### config.mk
export PLATFORM = sky130hd
export DESIGN_NAME = acc_front
export DESIGN_NICKNAME = d
export VERILOG_FILES = /design/src/sv/acc_pkg.sv /design/src/sv/acc_front.sv
export VERILOG_INCLUDE_DIRS = /design/src /design/src/sv
export SDC_FILE = /design/constraint.sdc
export NUM_CORES = 1
export LEC_CHECK = 0
export BUFFER_PORTS_ARGS = -buffer_cell sky130_fd_sc_hd__buf_2
export CAP_MARGIN = 20
export CORE_ASPECT_RATIO = 1.25
export CORE_MARGIN = 2
export CORE_UTILIZATION = 49
export CTS_CLUSTER_DIAMETER = 100
export DETAILED_ROUTE_END_ITERATION = 16
export PLACE_DENSITY_LB_ADDON = 0.12
export SYNTH_ARGS = -nofsm -noshare
export SYNTH_HDL_FRONTEND = slang
export SYNTH_SLANG_ARGS = --single-unit
### constraint.sdc
create_clock -name i_clk -period 1.94 [get_ports i_clk]
set_input_delay 0.485 -clock i_clk [delete_from_list [all_inputs] [get_ports i_clk]]
set_output_delay 0.485 -clock i_clk [all_outputs]
set_load 0.02 [all_outputs]
### src/sv/aes128_cfb_cipher_core_defines.svh
// Assertion macros for the AES-128 CFB core.
`ifndef AES128_CFB_CIPHER_CORE_DEFINES_SVH
`define AES128_CFB_CIPHER_CORE_DEFINES_SVH
`ifndef SYNTHESIS
`define ACC_ASSERT_IMPL(lbl, clk, rst_n, prop, msg) \
    lbl: assert property (@(posedge clk) disable iff (!rst_n) prop) else $error(msg);
`define ACC_ASSERT_NEXT(lbl, clk, rst_n, ante, cons, msg) \
    lbl: assert property (@(posedge clk) disable iff (!rst_n) ante |=> cons) else $error(msg);
`else
`define ACC_ASSERT_IMPL(lbl, clk, rst_n, prop, msg)
`define ACC_ASSERT_NEXT(lbl, clk, rst_n, ante, cons, msg)
`endif
`endif

### src/sv/acc_pkg.sv
// Shared types, constants and AES helper functions.
`timescale 1ns / 1ps
package acc_pkg;
    localparam int BLOCK_BYTES = 16;
    localparam logic [7:0] PAD_FIVE  = 8'h35;
    localparam logic [7:0] PAD_SEVEN = 8'h37;
    localparam logic [2:0] REG_KEY_HI = 3'd0;
    localparam logic [2:0] REG_KEY_LO = 3'd1;
    localparam logic [2:0] REG_IV_HI  = 3'd2;
    localparam logic [2:0] REG_IV_LO  = 3'd3;
    localparam logic [2:0] REG_DIR    = 3'd4;
    localparam logic [2:0] REG_PAD    = 3'd5;
    localparam logic [63:0] IV_HI_RST = 64'h3132333435363738;
    localparam logic [63:0] IV_LO_RST = 64'h3930313233343536;

    // One queued input word.
    typedef struct packed {
        logic [7:0] data;
        logic       last;
    } t_qword;

    typedef enum logic [1:0] {
        ST_IDLE,
        ST_KEYGEN,
        ST_DATA,
        ST_PAD
    } t_state;

    function automatic logic [7:0] sbox(input logic [7:0] x);
        logic [7:0] t [256];
        t = '{
        8'h63,8'h7c,8'h77,8'h7b,8'hf2,8'h6b,8'h6f,8'hc5,8'h30,8'h01,8'h67,8'h2b,8'hfe,8'hd7,8'hab,8'h76,
        8'hca,8'h82,8'hc9,8'h7d,8'hfa,8'h59,8'h47,8'hf0,8'had,8'hd4,8'ha2,8'haf,8'h9c,8'ha4,8'h72,8'hc0,
        8'hb7,8'hfd,8'h93,8'h26,8'h36,8'h3f,8'hf7,8'hcc,8'h34,8'ha5,8'he5,8'hf1,8'h71,8'hd8,8'h31,8'h15,
        8'h04,8'hc7,8'h23,8'hc3,8'h18,8'h96,8'h05,8'h9a,8'h07,8'h12,8'h80,8'he2,8'heb,8'h27,8'hb2,8'h75,
        8'h09,8'h83,8'h2c,8'h1a,8'h1b,8'h6e,8'h5a,8'ha0,8'h52,8'h3b,8'hd6,8'hb3,8'h29,8'he3,8'h2f,8'h84,
        8'h53,8'hd1,8'h00,8'hed,8'h20,8'hfc,8'hb1,8'h5b,8'h6a,8'hcb,8'hbe,8'h39,8'h4a,8'h4c,8'h58,8'hcf,
        8'hd0,8'hef,8'haa,8'hfb,8'h43,8'h4d,8'h33,8'h85,8'h45,8'hf9,8'h02,8'h7f,8'h50,8'h3c,8'h9f,8'ha8,
        8'h51,8'ha3,8'h40,8'h8f,8'h92,8'h9d,8'h38,8'hf5,8'hbc,8'hb6,8'hda,8'h21,8'h10,8'hff,8'hf3,8'hd2,
        8'hcd,8'h0c,8'h13,8'hec,8'h5f,8'h97,8'h44,8'h17,8'hc4,8'ha7,8'h7e,8'h3d,8'h64,8'h5d,8'h19,8'h73,
        8'h60,8'h81,8'h4f,8'hdc,8'h22,8'h2a,8'h90,8'h88,8'h46,8'hee,8'hb8,8'h14,8'hde,8'h5e,8'h0b,8'hdb,
        8'he0,8'h32,8'h3a,8'h0a,8'h49,8'h06,8'h24,8'h5c,8'hc2,8'hd3,8'hac,8'h62,8'h91,8'h95,8'he4,8'h79,
        8'he7,8'hc8,8'h37,8'h6d,8'h8d,8'hd5,8'h4e,8'ha9,8'h6c,8'h56,8'hf4,8'hea,8'h65,8'h7a,8'hae,8'h08,
        8'hba,8'h78,8'h25,8'h2e,8'h1c,8'ha6,8'hb4,8'hc6,8'he8,8'hdd,8'h74,8'h1f,8'h4b,8'hbd,8'h8b,8'h8a,
        8'h70,8'h3e,8'hb5,8'h66,8'h48,8'h03,8'hf6,8'h0e,8'h61,8'h35,8'h57,8'hb9,8'h86,8'hc1,8'h1d,8'h9e,
        8'he1,8'hf8,8'h98,8'h11,8'h69,8'hd9,8'h8e,8'h94,8'h9b,8'h1e,8'h87,8'he9,8'hce,8'h55,8'h28,8'hdf,
        8'h8c,8'ha1,8'h89,8'h0d,8'hbf,8'he6,8'h42,8'h68,8'h41,8'h99,8'h2d,8'h0f,8'hb0,8'h54,8'hbb,8'h16};
        return t[x];
    endfunction

    function automatic logic [7:0] xtime(input logic [7:0] x);
        return {x[6:0], 1'b0} ^ (x[7] ? 8'h1b : 8'h00);
    endfunction

    // Byte i of a 128-bit word sits at bits [127-8i -: 8].
    function automatic logic [7:0] byte_of(input logic [127:0] w, input int i);
        return w[127 - 8 * i -: 8];
    endfunction

    // Next round key from the current one.
    function automatic logic [127:0] key_step(input logic [127:0] k,
                                              input logic [7:0] rcon);
        logic [31:0] w0, w1, w2, w3, tw;
        w0 = k[127:96]; w1 = k[95:64]; w2 = k[63:32]; w3 = k[31:0];
        tw = {sbox(w3[23:16]) ^ rcon, sbox(w3[15:8]), sbox(w3[7:0]), sbox(w3[31:24])};
        w0 = w0 ^ tw;
        w1 = w1 ^ w0;
        w2 = w2 ^ w1;
        w3 = w3 ^ w2;
        return {w0, w1, w2, w3};
    endfunction

    // One AES round without key add; mix selects MixColumns.
    function automatic logic [127:0] round_fn(input logic [127:0] s, input logic mix);
        logic [7:0] t [16];
        logic [7:0] a0, a1, a2, a3, al;
        logic [127:0] r;
        for (int c = 0; c < 4; c++)
            for (int j = 0; j < 4; j++)
                t[j + 4 * c] = sbox(byte_of(s, j + 4 * ((c + j) & 3)));
        if (mix) begin
            for (int c = 0; c < 4; c++) begin
                a0 = t[4*c]; a1 = t[4*c+1]; a2 = t[4*c+2]; a3 = t[4*c+3];
                al = a0 ^ a1 ^ a2 ^ a3;
                t[4*c]   = a0 ^ al ^ xtime(a0 ^ a1);
                t[4*c+1] = a1 ^ al ^ xtime(a1 ^ a2);
                t[4*c+2] = a2 ^ al ^ xtime(a2 ^ a3);
                t[4*c+3] = a3 ^ al ^ xtime(a3 ^ a0);
            end
        end
        for (int i = 0; i < 16; i++)
            r[127 - 8 * i -: 8] = t[i];
        return r;
    endfunction
endpackage

### src/sv/acc_front.sv
// Input side: two-entry word queue between the stream slave and the back end.
`timescale 1ns / 1ps
module acc_front (
    input  logic           i_clk,
    input  logic           i_rst_n,
    input  logic           i_valid,
    output logic           o_ready,
    input  acc_pkg::t_qword i_word,
    output logic           o_q_valid,
    input  logic           i_q_pop,
    output acc_pkg::t_qword o_q_word
);
    `include "aes128_cfb_cipher_core_defines.svh"

    acc_pkg::t_qword r_mem [2];
    logic       r_wp, r_rp;
    logic [1:0] r_cnt;
    logic       w_push, w_pop;

    assign o_ready   = (r_cnt != 2'd2);
    assign o_q_valid = (r_cnt != 2'd0);
    assign o_q_word  = r_mem[r_rp];
    assign w_push    = i_valid && o_ready;
    assign w_pop     = i_q_pop && o_q_valid;

    // Queue storage
    always_ff @(posedge i_clk) begin
        if (w_push) r_mem[r_wp] <= i_word;
    end

    // Queue pointers
    always_ff @(posedge i_clk) begin
        if (!i_rst_n) begin
            r_wp <= 1'b0; r_rp <= 1'b0; r_cnt <= 2'd0;
        end else begin
            if (w_push) r_wp <= ~r_wp;
            if (w_pop)  r_rp <= ~r_rp;
            r_cnt <= r_cnt + {1'b0, w_push} - {1'b0, w_pop};
        end
    end

    `ACC_ASSERT_IMPL(a_cnt_range, i_clk, i_rst_n, r_cnt != 2'd3, "queue count overflow")
    `ACC_ASSERT_NEXT(a_full_hold, i_clk, i_rst_n, (r_cnt == 2'd2) && !w_pop, r_cnt == 2'd2, "full queue drained without pop")
    `ACC_ASSERT_IMPL(a_ptr_match, i_clk, i_rst_n, (r_cnt == 2'd1) ? (r_wp != r_rp) : (r_wp == r_rp), "pointer mismatch")
endmodule

==> results.yml <==
run_status:
  outcome: "finished, final reports clean"
power_and_ir_drop:
  p_leak_nw: 0.420
  combPwrFrac_pct: 32.7
  swShare_pct: 31.0
  p_sw_mw: 0.411
  vdd_drop_max_v: 0.000701
  power-per-cell-area_mw_per_mm2: 1260
  p_int_mw: 0.914
  pwr-share-seq_pct: 51.6
  p_clk_share_pct: 15.7
clock_tree:
  clkTransAtPathRegs_ns: 0.12
  clkLatencyLatePin_ns: 0.30
  cts_buffer_depth: 2
  numCtsBuffers: 3
  htree_levels: 1
  post_cts_buffers: 0
  cts-root-buf: "clkbuf_4"
  cts_sinks: 23
  cts_tree: "done"
logic_synthesis:
  ys_ff_latch: 23
  yosysUniqueCellTypes: 16
  synth.yosys.seq_area_share_pct: 72.6
  synth_top_family_by_area: "multiplexers"
  synthAdderAreaFrac_pct: 2.84
  muxShareOfSynthArea_pct: 12.6
  synth-simple-area-share_pct: 6.95
  synthXorXnorAreaFrac_pct: 2.98
  synth_top_area_cell: "edfxtp_1"
  syn-instance-count: 52
  syn_area_um2: 882
  synth.avg_cell_area_um2: 17.0
  netlist.area_leader.share_pct: 61.3
  synth_nets: 67
  ys_warn_count: 0
  synthTopCellsByArea: "edfxtp_1 61%, mux2_2 11%, dfxtp_1 11%"
  synth_compound_area_share_pct: 0.993
floorplan:
  start_util_pct: 51.2
  fp.dieH_um: 51.4
  io_pins: 24
  rows: 17
  core_mm2: 0.00172
  die_x_um: 42.0
  dieArea_mm2: 0.00216
route:
  routedWlPerCell_um: 13.0
  routed_wl_mm: 1.28
  vias: 508
  first_pass_iters: 4
  post-route-drc-count: 0
  via_per_inst: 5.18
  ant_nets: 0
  drt_iter0_drc: 7
finish:
  final_common_cell: "buf_2"
  antenna_cells: 0
  synthToLayoutAreaGrowth_pct: 19.1
  fin_area_mm2: 0.00105
  fin_nets: 95
  final_util_pct: 61.0
  final_cell_mix: "23 x buf_2, 18 x edfxtp_1, 9 x mux2_2"
  drive_gt1_share_pct: 49.4
timing:
  max_freq_mhz: 565
  worst_slew_margin_rel_pct: 72.2
  worst_pin_slew_ns: 0.416
  setup_viol: 0
  finalCriticalPeriod_ns: 1.77
  hold_viol: 0
  skew_ns: 0.00726
  setup_tns_ns: 0
  post-route-period-util_pct: 91.3
  report.final.slew_viol_count: 0
  setup_slack_ns: 0.170
  rsz0062_at_grt: "false"
global_route:
  track_usage_pct: 13.6
  grt_max_degree: 13
  grt_antenna_before_repair: 0
  grt_pass1_wl_mm: 2.13
  grt_pass1_vias: 539
  grt_overflow: 0
place:
  io_buffer_count: 23
  place_ws_ns: 0.221
  dp_hpwl_mm: 1.00
  gp_congestion: 0.615
  placed_area_mm2: 0.00102
setup_path:
  startpoint_type: "flip-flop"
  critPathKind: "reg -> out"
  critPathCaptureType: "output port"
  cp_max_fo: 9
  cp_data_arrival_time_ns: 1.29
  worstPathRequired_ns: 1.45
job:
  cap_viol_max_count: 0
min_path:
  hold_class: "in -> reg"
synthesized netlist by cell type:
library cell,instances
edfxtp_1,18
mux2_2,9
dfxtp_1,5
xnor2_1,3
and2_1,2
ha_1,2
nand2_1,2
nand2b_1,2
nor2b_1,2
and3_1,1
buf_2,1
inv_1,1
mux2i_1,1
nor2_1,1
o21a_2,1
or2_2,1
metal layers:
layer,part of all wire (%),up-vias,track usage [%]
li1,-,246,-
met1,37,242,13.2
met2,57,16,27.1
met3,4.5,4,3.18
met4,1.3,0,4.84
met5,0,-,0
repair_timing:
action,CTS,global route
hold buffers,0,0
setup endpoints to repair,1,0
resized for setup,1,0
worst paths after layout:
kind / depth (start not counted) / slack, ns / to / from
max: 2 / 0.17 / o_q_word[7] / flip-flop
min: 1 / 0.36 / r_mem[1][7] / i_word[7]
max reg2reg: 8 / 0.30 / r_cnt[1] / r_cnt[0]
min reg2reg: 2 / 0.50 / r_wp / r_wp
critical path: stages (launching register included):
cell,delay (ns)
dfxtp_2,0.47
mux2_2,0.37
buf_2,0.16
area by class of cell:
| cell class | count | area [µm²] |
|---|---|---|
| fillers | 149 | 672 |
| repair buffers | 24 | 123 |
| clock buffers | 4 | 26.3 |
| well taps | 19 | 23.8 |
| flip-flops and latches | 23 | 642 |
| multi-input cells | 27 | 233 |
| inverters | 1 | 3.75 |
stage by stage:
| step | hold slack, ns | cells | power (mW) |
|---|---|---|---|
| after detailed placement | 0.491 | 94 | 1.14 |
| after global routing | 0.353 | 98 | 1.41 |
| after CTS | 0.357 | 98 | 1.35 |
| after floorplan | 0.455 | 52 | 1.01 |
| final | 0.361 | 98 | 1.33 |
| after global placement | 0.469 | 94 | 1.12 |
registers in the layout, indices dropped and copies added (netlist names), named ones only:
name	cells
r_wp	1
r_mem	18
r_cnt	2
r_rp	1
power by group through the flow:
stage / Clock, mW / Combinational, mW / Sequential (mW)
6_report: 0.208 / 0.433 / 0.684
3_3_place_gp: 0 / 0.431 / 0.691
2_1_floorplan: 0 / 0.343 / 0.662
3_5_place_dp: 0 / 0.443 / 0.696
5_1_grt: 0.228 / 0.479 / 0.699
4_1_cts: 0.215 / 0.444 / 0.688
logic make-up (layout without fill, tap and decap cells):
group,count (synthesis),in the layout
AND/OR/NAND/NOR,11,11
buffers and inverters,2,29
AO/OA/AOI/OAI,1,1
XOR/XNOR,3,3
adder cells (fa/ha/maj),2,2
flip-flops,23,23
multiplexers,10,10
Power figures use the tool's default switching activity.
